**src/rtl/sbcs_pkg.sv**
```systemverilog
// Package for the swept box contact side block: widths, side codes and the
// request and stage payload types shared by every module of the pipeline.
// Depends on nothing.
`default_nettype none

package sbcs_pkg;

    // Field widths of the request and response
    localparam int COORD_BITS = 16;
    localparam int SIZE_BITS  = 12;
    localparam int STEP_BITS  = 11;
    localparam int SIDE_BITS  = 3;

    // Extended coordinate: holds coord + size and a tracking point minus a step
    localparam int EXT_BITS   = ((COORD_BITS > SIZE_BITS) ? COORD_BITS : SIZE_BITS + 1) + 2;
    // Difference of two extended coordinates
    localparam int DIFF_BITS  = EXT_BITS + 1;
    // Difference times a step component
    localparam int PROD_BITS  = DIFF_BITS + STEP_BITS;

    typedef logic signed [COORD_BITS-1:0] t_coord;
    typedef logic        [SIZE_BITS-1:0]  t_size;
    typedef logic signed [STEP_BITS-1:0]  t_step;
    typedef logic signed [EXT_BITS-1:0]   t_ext;
    typedef logic signed [DIFF_BITS-1:0]  t_diff;
    typedef logic signed [PROD_BITS-1:0]  t_prod;

    // Side of the fixed box that was touched
    typedef enum logic [SIDE_BITS-1:0] {
        SIDE_NONE   = 3'd0,
        SIDE_LEFT   = 3'd1,
        SIDE_TOP    = 3'd2,
        SIDE_RIGHT  = 3'd3,
        SIDE_BOTTOM = 3'd4
    } t_side;

    // One request as taken from the input channel
    typedef struct packed {
        t_coord mover_x;
        t_coord mover_y;
        t_size  mover_w;
        t_size  mover_h;
        t_step  step_x;
        t_step  step_y;
        t_coord solid_x;
        t_coord solid_y;
        t_size  solid_w;
        t_size  solid_h;
    } t_req;

    // After overlap and adjacency
    typedef struct packed {
        logic  go;
        t_side adj;
        t_step vx;
        t_step vy;
        t_ext  ox;
        t_ext  oy;
        t_ext  rx;
        t_ext  by;
        t_ext  el;
        t_ext  et;
        t_ext  er;
        t_ext  eb;
    } t_s1;

    // After tracking point selection
    typedef struct packed {
        logic  go;
        t_side adj;
        t_step vx;
        t_step vy;
        t_ext  px;
        t_ext  py;
        t_ext  el;
        t_ext  et;
        t_ext  er;
        t_ext  eb;
    } t_s2;

    // Range flags of the swept segment against the edge lines
    typedef struct packed {
        logic in_l;
        logic in_r;
        logic in_t;
        logic in_b;
        logic ov_x;
        logic ov_y;
    } t_span;

    // After segment start and edge differences
    typedef struct packed {
        logic  go;
        t_side adj;
        t_step vx;
        t_step vy;
        t_diff dl;
        t_diff dr;
        t_diff dt;
        t_diff db;
        t_span span;
    } t_s3;

    // After cross products
    typedef struct packed {
        logic  go;
        t_side adj;
        logic  vx_nz;
        logic  vy_nz;
        t_prod pl;
        t_prod pr;
        t_prod pt;
        t_prod pb;
        t_span span;
    } t_s4;

endpackage

`default_nettype wire

```
**src/rtl/sbcs_if.sv**
```systemverilog
// Request and response channel interfaces of the swept box contact side block.
// Depends on sbcs_pkg for field widths.
`default_nettype none

interface sbcs_req_if;
    logic                   valid;
    logic                   ready;
    sbcs_pkg::t_coord       mover_x;
    sbcs_pkg::t_coord       mover_y;
    sbcs_pkg::t_size        mover_w;
    sbcs_pkg::t_size        mover_h;
    sbcs_pkg::t_step        step_x;
    sbcs_pkg::t_step        step_y;
    sbcs_pkg::t_coord       solid_x;
    sbcs_pkg::t_coord       solid_y;
    sbcs_pkg::t_size        solid_w;
    sbcs_pkg::t_size        solid_h;

    modport source (
        output valid, mover_x, mover_y, mover_w, mover_h, step_x, step_y,
               solid_x, solid_y, solid_w, solid_h,
        input  ready
    );
    modport sink (
        input  valid, mover_x, mover_y, mover_w, mover_h, step_x, step_y,
               solid_x, solid_y, solid_w, solid_h,
        output ready
    );
endinterface

interface sbcs_rsp_if;
    logic                            valid;
    logic                            ready;
    logic [sbcs_pkg::SIDE_BITS-1:0]  side;

    modport source (output valid, side, input ready);
    modport sink   (input valid, side, output ready);
endinterface

`default_nettype wire

```
**src/rtl/sbcs_front.sv**
```systemverilog
// First pipeline stage: overlap rectangle, motion check and edge adjacency.
// Depends on sbcs_pkg.
`default_nettype none

module sbcs_front (
    input  wire logic           i_clk,
    input  wire logic           i_rst_n,
    input  wire logic           i_en,
    input  wire logic           i_valid,
    input  wire sbcs_pkg::t_req i_req,
    output logic                o_valid,
    output sbcs_pkg::t_s1       o_s1
);

    function automatic sbcs_pkg::t_ext ext_coord(input sbcs_pkg::t_coord v);
        return {{(sbcs_pkg::EXT_BITS-sbcs_pkg::COORD_BITS){v[sbcs_pkg::COORD_BITS-1]}}, v};
    endfunction

    function automatic sbcs_pkg::t_ext ext_size(input sbcs_pkg::t_size v);
        return {{(sbcs_pkg::EXT_BITS-sbcs_pkg::SIZE_BITS){1'b0}}, v};
    endfunction

    sbcs_pkg::t_ext mx, my, mw, mh, sx, sy, sw, sh;
    sbcs_pkg::t_ext mr, mb, sr, sb, ml;
    logic           sizes_ok, moving, xspan, yspan;
    sbcs_pkg::t_s1  n_s1;
    sbcs_pkg::t_s1  r_s1;
    logic           r_vld;

    // Widen the fields and form the box ends
    always_comb begin
        mx = ext_coord(i_req.mover_x);
        my = ext_coord(i_req.mover_y);
        mw = ext_size(i_req.mover_w);
        mh = ext_size(i_req.mover_h);
        sx = ext_coord(i_req.solid_x);
        sy = ext_coord(i_req.solid_y);
        sw = ext_size(i_req.solid_w);
        sh = ext_size(i_req.solid_h);
        mr = mx + mw;
        mb = my + mh;
        sr = sx + sw;
        sb = sy + sh;
        ml = mx - sw;
    end

    // Overlap rectangle, swept-test enable and adjacency side
    always_comb begin
        sizes_ok = (i_req.mover_w != '0) && (i_req.mover_h != '0) &&
                   (i_req.solid_w != '0) && (i_req.solid_h != '0);
        moving   = (i_req.step_x != '0) || (i_req.step_y != '0);

        n_s1.vx = i_req.step_x;
        n_s1.vy = i_req.step_y;
        n_s1.ox = (mx > sx) ? mx : sx;
        n_s1.oy = (my > sy) ? my : sy;
        n_s1.rx = (mr < sr) ? mr : sr;
        n_s1.by = (mb < sb) ? mb : sb;
        n_s1.el = sx;
        n_s1.et = sy;
        n_s1.er = sr;
        n_s1.eb = sb;
        n_s1.go = sizes_ok && moving && (n_s1.rx > n_s1.ox) && (n_s1.by > n_s1.oy);

        xspan = (sx > ml) && (sx < mr);
        yspan = (sb > my) && (sy < mb);
        if ((sy == mb) && xspan) begin
            n_s1.adj = sbcs_pkg::SIDE_TOP;
        end else if ((sx == ml) && yspan) begin
            n_s1.adj = sbcs_pkg::SIDE_RIGHT;
        end else if ((sx == mr) && yspan) begin
            n_s1.adj = sbcs_pkg::SIDE_LEFT;
        end else if ((sb == my) && xspan) begin
            n_s1.adj = sbcs_pkg::SIDE_BOTTOM;
        end else begin
            n_s1.adj = sbcs_pkg::SIDE_NONE;
        end
    end

    // Advance the valid bit
    always_ff @(posedge i_clk) begin
        if (!i_rst_n) begin
            r_vld <= 1'b0;
        end else if (i_en) begin
            r_vld <= i_valid;
        end
    end

    // Hold the stage payload
    always_ff @(posedge i_clk) begin
        if (i_en) begin
            r_s1 <= n_s1;
        end
    end

    assign o_valid = r_vld;
    assign o_s1    = r_s1;

endmodule

`default_nettype wire

```
**src/rtl/sbcs_track.sv**
```systemverilog
// Second and third pipeline stages: tracking point on the overlap border,
// swept segment start, edge differences and range flags. Depends on sbcs_pkg.
`default_nettype none

module sbcs_track (
    input  wire logic          i_clk,
    input  wire logic          i_rst_n,
    input  wire logic [1:0]    i_en,
    input  wire logic          i_valid,
    input  wire sbcs_pkg::t_s1 i_s1,
    output logic [1:0]         o_vld,
    output sbcs_pkg::t_s3      o_s3
);

    function automatic sbcs_pkg::t_ext ext_step(input sbcs_pkg::t_step v);
        return {{(sbcs_pkg::EXT_BITS-sbcs_pkg::STEP_BITS){v[sbcs_pkg::STEP_BITS-1]}}, v};
    endfunction

    function automatic sbcs_pkg::t_diff ext_diff(input sbcs_pkg::t_ext v);
        return {v[sbcs_pkg::EXT_BITS-1], v};
    endfunction

    sbcs_pkg::t_ext ow, oh;
    logic           vx_neg, vy_neg, vx_pos, vy_pos;
    sbcs_pkg::t_s2  n_s2, r_s2;
    sbcs_pkg::t_ext ax, ay, lox, hix, loy, hiy;
    sbcs_pkg::t_s3  n_s3, r_s3;
    logic [1:0]     r_vld;

    // Pick the tracking point by the direction of the step
    always_comb begin
        vx_neg = i_s1.vx[sbcs_pkg::STEP_BITS-1];
        vy_neg = i_s1.vy[sbcs_pkg::STEP_BITS-1];
        vx_pos = !vx_neg && (i_s1.vx != '0);
        vy_pos = !vy_neg && (i_s1.vy != '0);
        ow     = i_s1.rx - i_s1.ox;
        oh     = i_s1.by - i_s1.oy;

        n_s2.go  = i_s1.go;
        n_s2.adj = i_s1.adj;
        n_s2.vx  = i_s1.vx;
        n_s2.vy  = i_s1.vy;
        n_s2.el  = i_s1.el;
        n_s2.et  = i_s1.et;
        n_s2.er  = i_s1.er;
        n_s2.eb  = i_s1.eb;
        if (vx_pos) begin
            n_s2.px = i_s1.rx;
        end else if (vx_neg) begin
            n_s2.px = i_s1.ox;
        end else begin
            n_s2.px = i_s1.ox + (ow >>> 1);
        end
        if (vy_pos) begin
            n_s2.py = i_s1.by;
        end else if (vy_neg) begin
            n_s2.py = i_s1.oy;
        end else begin
            n_s2.py = i_s1.oy + (oh >>> 1);
        end
    end

    // Segment start, bounding box of the segment and edge differences
    always_comb begin
        ax  = r_s2.px - ext_step(r_s2.vx);
        ay  = r_s2.py - ext_step(r_s2.vy);
        lox = r_s2.vx[sbcs_pkg::STEP_BITS-1] ? r_s2.px : ax;
        hix = r_s2.vx[sbcs_pkg::STEP_BITS-1] ? ax : r_s2.px;
        loy = r_s2.vy[sbcs_pkg::STEP_BITS-1] ? r_s2.py : ay;
        hiy = r_s2.vy[sbcs_pkg::STEP_BITS-1] ? ay : r_s2.py;

        n_s3.go  = r_s2.go;
        n_s3.adj = r_s2.adj;
        n_s3.vx  = r_s2.vx;
        n_s3.vy  = r_s2.vy;
        n_s3.dl  = ext_diff(r_s2.el) - ext_diff(ax);
        n_s3.dr  = ext_diff(r_s2.er) - ext_diff(ax);
        n_s3.dt  = ext_diff(r_s2.et) - ext_diff(ay);
        n_s3.db  = ext_diff(r_s2.eb) - ext_diff(ay);

        n_s3.span.in_l = (r_s2.el >= lox) && (r_s2.el <= hix);
        n_s3.span.in_r = (r_s2.er >= lox) && (r_s2.er <= hix);
        n_s3.span.in_t = (r_s2.et >= loy) && (r_s2.et <= hiy);
        n_s3.span.in_b = (r_s2.eb >= loy) && (r_s2.eb <= hiy);
        n_s3.span.ov_x = (hix >= r_s2.el) && (lox <= r_s2.er);
        n_s3.span.ov_y = (hiy >= r_s2.et) && (loy <= r_s2.eb);
    end

    // Advance the valid bits
    always_ff @(posedge i_clk) begin
        if (!i_rst_n) begin
            r_vld <= '0;
        end else begin
            if (i_en[0]) begin
                r_vld[0] <= i_valid;
            end
            if (i_en[1]) begin
                r_vld[1] <= r_vld[0];
            end
        end
    end

    // Hold the stage payloads
    always_ff @(posedge i_clk) begin
        if (i_en[0]) begin
            r_s2 <= n_s2;
        end
        if (i_en[1]) begin
            r_s3 <= n_s3;
        end
    end

    assign o_vld = r_vld;
    assign o_s3  = r_s3;

endmodule

`default_nettype wire

```
**src/rtl/sbcs_edge.sv**
```systemverilog
// Fourth and fifth pipeline stages: cross products of the edge differences
// with the step, edge hit tests and the registered side. Depends on sbcs_pkg.
`default_nettype none

module sbcs_edge (
    input  wire logic          i_clk,
    input  wire logic          i_rst_n,
    input  wire logic [1:0]    i_en,
    input  wire logic          i_valid,
    input  wire sbcs_pkg::t_s3 i_s3,
    output logic [1:0]         o_vld,
    output sbcs_pkg::t_side    o_side
);

    // True when a lies between e0 and e1, either way round, ends included
    function automatic logic between(input sbcs_pkg::t_prod a,
                                     input sbcs_pkg::t_prod e0,
                                     input sbcs_pkg::t_prod e1);
        return ((a >= e0) && (a <= e1)) || ((a <= e0) && (a >= e1));
    endfunction

    sbcs_pkg::t_s4   n_s4, r_s4;
    logic            hit_l, hit_r, hit_t, hit_b;
    sbcs_pkg::t_side n_side, r_side;
    logic [1:0]      r_vld;

    // Form the four cross products
    always_comb begin
        n_s4.go    = i_s3.go;
        n_s4.adj   = i_s3.adj;
        n_s4.vx_nz = (i_s3.vx != '0);
        n_s4.vy_nz = (i_s3.vy != '0);
        n_s4.pl    = i_s3.dl * i_s3.vy;
        n_s4.pr    = i_s3.dr * i_s3.vy;
        n_s4.pt    = i_s3.dt * i_s3.vx;
        n_s4.pb    = i_s3.db * i_s3.vx;
        n_s4.span  = i_s3.span;
    end

    // Test each edge; a parallel step falls back to the collinear overlap
    always_comb begin
        hit_l = r_s4.span.in_l &&
                (r_s4.vx_nz ? between(r_s4.pl, r_s4.pt, r_s4.pb) : r_s4.span.ov_y);
        hit_r = r_s4.span.in_r &&
                (r_s4.vx_nz ? between(r_s4.pr, r_s4.pt, r_s4.pb) : r_s4.span.ov_y);
        hit_t = r_s4.span.in_t &&
                (r_s4.vy_nz ? between(r_s4.pt, r_s4.pl, r_s4.pr) : r_s4.span.ov_x);
        hit_b = r_s4.span.in_b &&
                (r_s4.vy_nz ? between(r_s4.pb, r_s4.pl, r_s4.pr) : r_s4.span.ov_x);

        // Later edges in left, top, right, bottom order win
        n_side = sbcs_pkg::SIDE_NONE;
        if (r_s4.go) begin
            if (hit_b) begin
                n_side = sbcs_pkg::SIDE_BOTTOM;
            end else if (hit_r) begin
                n_side = sbcs_pkg::SIDE_RIGHT;
            end else if (hit_t) begin
                n_side = sbcs_pkg::SIDE_TOP;
            end else if (hit_l) begin
                n_side = sbcs_pkg::SIDE_LEFT;
            end
        end
        // Adjacency overrides the swept answer
        if (r_s4.adj != sbcs_pkg::SIDE_NONE) begin
            n_side = r_s4.adj;
        end
    end

    // Advance the valid bits
    always_ff @(posedge i_clk) begin
        if (!i_rst_n) begin
            r_vld <= '0;
        end else begin
            if (i_en[0]) begin
                r_vld[0] <= i_valid;
            end
            if (i_en[1]) begin
                r_vld[1] <= r_vld[0];
            end
        end
    end

    // Hold the stage payloads
    always_ff @(posedge i_clk) begin
        if (i_en[0]) begin
            r_s4 <= n_s4;
        end
        if (i_en[1]) begin
            r_side <= n_side;
        end
    end

    assign o_vld  = r_vld;
    assign o_side = r_side;

endmodule

`default_nettype wire

```
**src/rtl/swept_box_contact_side.sv**
```systemverilog
// Swept box contact side: five stages, one pair per cycle unless stalled.
// Depends on sbcs_pkg, sbcs_if, sbcs_front, sbcs_track and sbcs_edge.
`default_nettype none

// The block takes one request per clock unless a stalled response backs up
// to the first stage, and returns one side code per request, in order. The
// five register stages are the overlap and adjacency
// stage, the tracking point stage, the segment difference stage, the
// multiplier stage and the hit test stage, whose register drives the
// response channel. Each stage advances when it is empty or the stage after
// it advances, so bubbles close up and a stalled response holds only as much
// of the pipeline as is full. There is no stored state beyond the pipeline
// and no start-up delay after reset.
module swept_box_contact_side (
    input  wire logic  i_clk,
    input  wire logic  i_rst_n,
    sbcs_req_if.sink   i_req,
    sbcs_rsp_if.source o_rsp
);

    sbcs_pkg::t_req  req;
    sbcs_pkg::t_s1   s1;
    sbcs_pkg::t_s3   s3;
    sbcs_pkg::t_side side;
    logic [4:0]      stage_vld;
    logic [4:0]      stage_en;

    // Gather the request fields
    always_comb begin
        req.mover_x = i_req.mover_x;
        req.mover_y = i_req.mover_y;
        req.mover_w = i_req.mover_w;
        req.mover_h = i_req.mover_h;
        req.step_x  = i_req.step_x;
        req.step_y  = i_req.step_y;
        req.solid_x = i_req.solid_x;
        req.solid_y = i_req.solid_y;
        req.solid_w = i_req.solid_w;
        req.solid_h = i_req.solid_h;
    end

    // Advance a stage when it is empty or the next one advances
    always_comb begin
        stage_en[4] = !stage_vld[4] || o_rsp.ready;
        stage_en[3] = !stage_vld[3] || stage_en[4];
        stage_en[2] = !stage_vld[2] || stage_en[3];
        stage_en[1] = !stage_vld[1] || stage_en[2];
        stage_en[0] = !stage_vld[0] || stage_en[1];
    end

    assign i_req.ready = stage_en[0];

    sbcs_front u_front (
        .i_clk   (i_clk),
        .i_rst_n (i_rst_n),
        .i_en    (stage_en[0]),
        .i_valid (i_req.valid),
        .i_req   (req),
        .o_valid (stage_vld[0]),
        .o_s1    (s1)
    );

    sbcs_track u_track (
        .i_clk   (i_clk),
        .i_rst_n (i_rst_n),
        .i_en    (stage_en[2:1]),
        .i_valid (stage_vld[0]),
        .i_s1    (s1),
        .o_vld   (stage_vld[2:1]),
        .o_s3    (s3)
    );

    sbcs_edge u_edge (
        .i_clk   (i_clk),
        .i_rst_n (i_rst_n),
        .i_en    (stage_en[4:3]),
        .i_valid (stage_vld[2]),
        .i_s3    (s3),
        .o_vld   (stage_vld[4:3]),
        .o_side  (side)
    );

    assign o_rsp.valid = stage_vld[4];
    assign o_rsp.side  = side;

endmodule

`default_nettype wire

```
**src/flat_wrapper.sv**
```systemverilog
// flat-port wrapper written by rule: the top's interface ports become plain ports
module swept_box_contact_side_flat 
  (i_clk, i_rst_n, i_req_valid, i_req_mover_x, i_req_mover_y, i_req_mover_w, i_req_mover_h, i_req_step_x, i_req_step_y, i_req_solid_x, i_req_solid_y, i_req_solid_w, i_req_solid_h, i_req_ready, o_rsp_valid, o_rsp_side, o_rsp_ready);
  sbcs_req_if i_req_i ();
  sbcs_rsp_if o_rsp_i ();
  input  wire logic i_clk;
  input  wire logic i_rst_n;
  input wire logic [$bits(i_req_i.valid)-1:0] i_req_valid;
  input wire logic [$bits(i_req_i.mover_x)-1:0] i_req_mover_x;
  input wire logic [$bits(i_req_i.mover_y)-1:0] i_req_mover_y;
  input wire logic [$bits(i_req_i.mover_w)-1:0] i_req_mover_w;
  input wire logic [$bits(i_req_i.mover_h)-1:0] i_req_mover_h;
  input wire logic [$bits(i_req_i.step_x)-1:0] i_req_step_x;
  input wire logic [$bits(i_req_i.step_y)-1:0] i_req_step_y;
  input wire logic [$bits(i_req_i.solid_x)-1:0] i_req_solid_x;
  input wire logic [$bits(i_req_i.solid_y)-1:0] i_req_solid_y;
  input wire logic [$bits(i_req_i.solid_w)-1:0] i_req_solid_w;
  input wire logic [$bits(i_req_i.solid_h)-1:0] i_req_solid_h;
  output wire logic [$bits(i_req_i.ready)-1:0] i_req_ready;
  output wire logic [$bits(o_rsp_i.valid)-1:0] o_rsp_valid;
  output wire logic [$bits(o_rsp_i.side)-1:0] o_rsp_side;
  input wire logic [$bits(o_rsp_i.ready)-1:0] o_rsp_ready;
  assign i_req_i.valid = i_req_valid;
  assign i_req_i.mover_x = i_req_mover_x;
  assign i_req_i.mover_y = i_req_mover_y;
  assign i_req_i.mover_w = i_req_mover_w;
  assign i_req_i.mover_h = i_req_mover_h;
  assign i_req_i.step_x = i_req_step_x;
  assign i_req_i.step_y = i_req_step_y;
  assign i_req_i.solid_x = i_req_solid_x;
  assign i_req_i.solid_y = i_req_solid_y;
  assign i_req_i.solid_w = i_req_solid_w;
  assign i_req_i.solid_h = i_req_solid_h;
  assign i_req_ready = i_req_i.ready;
  assign o_rsp_valid = o_rsp_i.valid;
  assign o_rsp_side = o_rsp_i.side;
  assign o_rsp_i.ready = o_rsp_ready;
  swept_box_contact_side u_core (.i_clk(i_clk), .i_rst_n(i_rst_n), .i_req(i_req_i), .o_rsp(o_rsp_i));
endmodule
```
**config.mk**
```make
export PLATFORM = sky130hd
export DESIGN_NAME = swept_box_contact_side_flat
export DESIGN_NICKNAME = d
export VERILOG_FILES = /design/src/rtl/sbcs_pkg.sv /design/src/rtl/sbcs_if.sv /design/src/rtl/sbcs_front.sv /design/src/rtl/sbcs_track.sv /design/src/rtl/sbcs_edge.sv /design/src/rtl/swept_box_contact_side.sv /design/src/flat_wrapper.sv
export SDC_FILE = /design/constraint.sdc
export NUM_CORES = 2
export LEC_CHECK = 0
export ABC_AREA = 1
export BUFFER_PORTS_ARGS = -buffer_cell sky130_fd_sc_hd__clkbuf_2
export CAP_MARGIN = 20
export CORE_ASPECT_RATIO = 1.25
export CORE_MARGIN = 5
export CORE_UTILIZATION = 30
export DETAILED_ROUTE_END_ITERATION = 6
export HOLD_SLACK_MARGIN = 0.15
export PLACE_DENSITY = 0.52
export SLEW_MARGIN = 20
export SYNTH_ARGS = -nofsm -noshare
export SYNTH_HDL_FRONTEND = slang
export SYNTH_HIERARCHICAL = 1
export SYNTH_SLANG_ARGS = --single-unit
```
**constraint.sdc**
```tcl
create_clock -name i_clk -period 11 [get_ports i_clk]
set_input_delay 0.55 -clock i_clk [delete_from_list [all_inputs] [get_ports i_clk]]
set_output_delay 0.55 -clock i_clk [all_outputs]
set_load 0.03 [all_outputs]
```
Yosys cells after proc, flatten, opt, wreduce, memory -nomap -nowiden. Cells that the tools add are included.

Memories kept: 0. RAM bits: 0. Output and inout port bits: 5. Bits in read-only memories: 0. Word-level logic and storage cells: 206. Register bits after elaboration: 540. Bits in latches: 0. Input port bits: 138.

Shift operators: 0. Multiplexer cells: 25. Multiply operators: 4. Order comparisons: 38. Reduce and logical (&&, ||, !) cells: 62. Equal/unequal tests: 4. Div/mod/pow operators: 0. Bitwise logic cells: 0. $add $sub $neg: 15.

Operators by type and width (count): $ge A30 B30 Y1 (8); $le A30 B30 Y1 (8); $mux W18 (12); $mul A19 B11 Y30 (4); $add A16 B13 Y17 (4); $reduce_bool A11 Y1 (6); $eq A16 B17 Y1 (3); $reduce_bool A12 Y1 (4); $sub A16 B18 Y19 (2); $sub A17 B18 Y19 (2); $add A18 B17 Y18 (2); $ge A16 B18 Y1 (2); $ge A17 B18 Y1 (2); $ge A18 B16 Y1 (2); $gt A18 B18 Y1 (2); $le A16 B18 Y1 (2); $le A17 B18 Y1 (2); $le A18 B17 Y1 (2); $sub A18 B11 Y18 (2); $sub A18 B18 Y18 (2); $lt A16 B17 Y1 (2); $lt A17 B17 Y1 (2); $gt A16 B16 Y1 (2); $logic_and A1 B1 Y1 (32); 12 further kinds (37).

Depth between registers and ports, before layout.
Word-level depth: 11. Depth in mapped cells: 36. Gate-level depth less buffers: 35.

Hierarchy. The synthesis kept the hierarchy.

Modules (own cells, without submodules): sbcs_edge (times used 1, area each 38002.7 um2, sequential area each 4093.9 um2, cells an instance 4608); sbcs_track (times used 1, area each 21256.6 um2, sequential area each 7307.0 um2, cells an instance 2571); sbcs_front (times used 1, area each 13633.1 um2, sequential area each 4764.6 um2, cells an instance 1657); swept_box_contact_side (times used 1, area each 47.5 um2, sequential area each 0.0 um2, cells an instance 10).

Worst setup path after synthesis. No wires, ideal clock.

Path kind: register -> register. Start: reg u_core.u_edge.r_vld[1] (netlist: u_core/u_edge/o_vld[1]). End: reg u_core.u_front.r_s1 (netlist bit u_core/u_front/o_s1[0]), enable pin. Path slack: 2334 ps. Required time: 9206 ps. Cell stages (with the launch flop): 4. Path buffers: 0. Clock period less this slack: 8666 ps. Arrival: 6872 ps. Setup time: 1794 ps. Path through: dfxtp_1 > nand3_2 > nor2_2 > nand3_1.

Longest elaborated chain between the ends: 6.

RTL lines: from (decl) (line sbcs_edge.sv:25) `logic [1:0] r_vld;`; from (signal assigned) (line sbcs_edge.sv:79) `r_vld[1] <= r_vld[0];`; $logic_not A1 Y1 (line swept_box_contact_side.sv:44) `stage_en[4] = !stage_vld[4] || o_rsp.ready;`; $logic_or A1 B1 Y1 (line swept_box_contact_side.sv:44); $logic_or A1 B1 Y1 (line swept_box_contact_side.sv:45) `stage_en[3] = !stage_vld[3] || stage_en[4];`; via u_core.stage_en[3] (line swept_box_contact_side.sv:26) `logic [4:0] stage_en;`; $logic_or A1 B1 Y1 (line swept_box_contact_side.sv:46) `stage_en[2] = !stage_vld[2] || stage_en[3];`; $logic_or A1 B1 Y1 (line swept_box_contact_side.sv:47) `stage_en[1] = !stage_vld[1] || stage_en[2];`; $logic_or A1 B1 Y1 (line swept_box_contact_side.sv:48) `stage_en[0] = !stage_vld[0] || stage_en[1];`; via i_req_ready (line flat_wrapper.sv:19) `output wire logic [$bits(i_req_i.ready)-1:0] i_req_ready;`; to (signal assigned) (line sbcs_front.sv:92) `r_s1 <= n_s1;`; to (decl) (line sbcs_front.sv:27) `sbcs_pkg::t_s1 r_s1;`.

The timed path passes the listed nets, and every way through them passes these cells. A chain may end at the register's enable or synchronous reset.

==> results list <==
* Number of unique standard cell types used by synthesis: 76
* Clock root cell: clkbuf_16
- Setup violations remaining at the end of the flow were counted as 0.
- Before antenna repair, the detailed router went through 7 iterations.
- HPWL reported at the end of detailed placement: 177.3 mm
* Delay contributed by the slowest stage of the critical path: around 530 ps
- Mean instance size in the synthesized netlist: slightly above 8 um^2
- Dominant cell by count in the synthesized netlist: inv_1
- The worst register-to-register path begins at u_core/u_track/o_s3[86]$_DFFE_PP_.
- Resize count post-CTS: 0
- In the synthesized netlist, the number of instances is between 8000 and 9000.
* Clock-pin slew on the worst setup and hold paths: ~60 ps
* Met3 GRT Util: 1.160%
- Number of vias after detailed routing: about 57000
- The number of pins exceeding their max-slew limit in the final report is 0.
- Total DRC errors in the routed layout: 0
- Most used DFF post-synth: edfxtp_1
- Total number of placement rows: just over 200
- The tool flagged a number of max-cap violations equal to 0.
- Critical Path Fanout Max: 32
* Worst setup startpoint: i_req_solid_y[0]
* Area Growth Syn to Fin: 9.217%
- Counting every net in the synthesized netlist gives about 11000.
- The die covers between 200000 and 300000 um^2.
* Initial core utilization: 30.12%
- Synthesized flop and latch total: 540
- Class of the most critical setup path: input pin to flip-flop
- At the later pin of the worst-skew pair, clock insertion delay measures around 700 ps.
- By count the netlist is led by inv_1 (2127), nand2_1 (2028), ha_1 (910), fa_1 (771), edfxtp_1 (535).
- Achievable Freq: 167.9 MHz
* Share of post-route cells with drive strength above 1: 4.889%
* Clock net sink count: 540
* Hold Startpoint: i_req_solid_x[4]
- Fill cell instance count of the final layout: ~25000
- Number of nets in the layout: between 10000 and 15000
- Met2 demand-to-capacity share in global routing: 31.88%
- Global Route met1 Usage: ~18%
- Core region area: approximately 240000 um^2
* Slew @ Worst Pin: 950.4 ps
- Required time of the worst setup path: about 11000 ps
* Part of the Yosys area used for sequential elements: 22.16%
- Counting flops with a built-in enable in the synthesized netlist gives between 500 and 600.
* Run status: complete, no violations
- The worst setup path is captured at a flip-flop.
* Via density per instance: between 4 and 5
- Post-Route Skew: ~21 ps
- The final critical path takes up roughly 54% of the cycle.
- During synthesis, Yosys emitted a total of 6 warnings.
* Largest net degree at the start of global routing: 144
- Count of input and output buffers: about 140
- Maximum buffer depth of the clock tree: 3
- In this run, CTS created clock tree buffers numbering 66.
* Clock tree from TritonCTS: yes
* Antenna-violating nets left: 0
- Average wire per standard cell: ~17 um
- Share of Yosys cell area claimed by the top area cell type: between 20% and 30%
- The initial antenna violation count came to 2.
- After routing, the total negative slack on setup checks comes to 0 ps.
* Dominant cell type by area after synthesis: edfxtp_1
* Aggregate global-route resource usage: roughly 17%
- Io pins: 143
* Drt total wl: about 210 mm
- Number of levels the H-tree was split into: 3
* Startpoint kind of the worst setup timing path: input pin
- The die is about 450 um wide.
* Final min period: a little under 6000 ps
- The slowest stage of the critical path is the dlygate4sd3_1 cell.
- After synthesis, the share of flip-flops with an asynchronous set or reset is 0%.
- In this run the post-CTS setup repair buffer count came out at 0.
- Total grt overflow: 0
- At the end of routability-driven placement, the weighted congestion stood at about 0.93.
- Busiest layer in global routing: met2
* Via count of the first global-routing pass: 60410
- Among the stages of the critical path, the cell type that occurs most often is a21oi_1.
- Mapped Area: 72940 um^2
* Final number of hold-violating endpoints: 0
* Violation count after the first detailed-route iteration: roughly 2900
- Setup repair after global routing left no endpoint under its margin.
- Relative slew slack: about 36%
* Data arrival time of the critical path: between 6000 and 7000 ps
- Height of the chip: 561.3 um
* Leading post-synthesis cells by cell area: edfxtp_1 (22%), fa_1 (21%), ha_1 (16%)
- Class of the tightest hold or removal check: input pin to flip-flop
- The first global-routing pass estimated 331.5 mm of wire.
-- area by class of cell --
cell class / instances / area [um^2] / share of cell area, %
antenna: 2 / 5.005 / 0.006282
clock buffer: 74 / 1703 / 2.138
clock inverter: 42 / 544.3 / 0.6832
inverter: 2151 / 8077 / 10.14
multi-input combinational: 5936 / 47840 / 60.06
sequential: 540 / 16170 / 20.29
tap: 3162 / 3956 / 4.966
timing repair buffer: 216 / 1369 / 1.718
-- per-stage QoR --
step / area [um^2] / hold WS (ps) / cells / setup WS (ps) / util, %
3_5_place_dp: 77050 / 404.5 / 11970 / 4771 / 31.82
6_report: 79660 / 204.6 / 12120 / 5044 / 32.90
4_1_cts: 79660 / 150.5 / 12120 / 4996 / 32.90
5_1_grt: 79660 / 181.7 / 12120 / 4258 / 32.90
2_1_floorplan: 72940 / 400.3 / 8846 / 2334 / -
3_3_place_gp: 77050 / 403.7 / 11970 / 4672 / 31.82
-- worst paths after layout --
path / slack (ps) / to / cells past startpoint
worst max-delay path: 5040 / u_core/u_front/o_s1[169]$_DFFE_PP_ / 30
worst min-delay path: 200 / u_core/u_front/o_s1[58]$_DFFE_PP_ / 1
worst max register to register: 5080 / u_core/u_edge/r_s4[90]$_DFFE_PP_ / 22
worst min register to register: 420 / u_core/u_track/r_s2[21]$_DFFE_PP_ / 0
-- registers in the layout, summed over array words and instances (netlist names), 2 cells and up --
| signal | flops |
|---|---|
| u_core/u_track/n_s3 | 26 |
| u_core/u_track/r_s2 | 108 |
| u_core/u_edge/o_side | 3 |
| u_core/u_front/o_s1 | 158 |
| u_core/u_edge/o_vld | 2 |
| u_core/u_track/o_vld | 2 |
| u_core/u_edge/r_s4 | 132 |
| u_core/u_track/o_s3 | 108 |
-- placed cells by master, fill, tap and decap left out, types with 39 or more instances in the layout --
master     netlist  layout
xor2_1         204     204
nand4_1         90      90
fa_1           771     771
xnor2_1        119     119
inv_1         2127    2126
o21ai_0        252     252
nand2_1       2028    2027
edfxtp_1       535     535
o21ai_1         39      39
a21oi_1        457     457
nor2_1         337     337
clkbuf_16        0      67
ha_1           910     910
clkbuf_2         0     142
nor3_1          54      54
nand3_1        271     269
-- critical path: cells and delay by family --
family                   cells  cell delay, ps
AND/OR/NAND/NOR              9             960
buffers and inverters        4             980
adder cells (fa/ha/maj)      4            1320
AO/OA/AOI/OAI               13            2530
-- repair_timing --
item / 4_1_cts / 5_1_grt
hold buffers: 36 / 0
endpoints found under the setup margin: 0 / 0
endpoints found under the hold margin: 38 / 0
-- cell families (layout without fill, tap and decap cells) --
| kind of cell | Yosys count | in the layout | share of synthesized area (%) |
|---|---|---|---|
| buffers and inverters | 2370 | 2483 | 12.29 |
| adders and majority gates | 1681 | 1681 | 36.77 |
| AOI/OAI and AO/OA | 1000 | 1000 | 8.078 |
| xor gates and xnor gates | 334 | 334 | 4.139 |
| other | 0 | 2 | 0 |
| DFF | 540 | 540 | 22.16 |
| and+or+nand+nor | 2921 | 2921 | 16.56 |
-- metal layers --
metal  vias up  routed length [um]  part of all wire [%]
met2      1094              112300                    53
li1      27730                   -                     -
met4         0               12720                   6.0
met5         -                   0                     0
met1     27570               81450                    38
met3       362                5665                   2.7
Power is not shown: default switching activity piles up to over one toggle a cycle in this logic, so the estimate is an artifact.
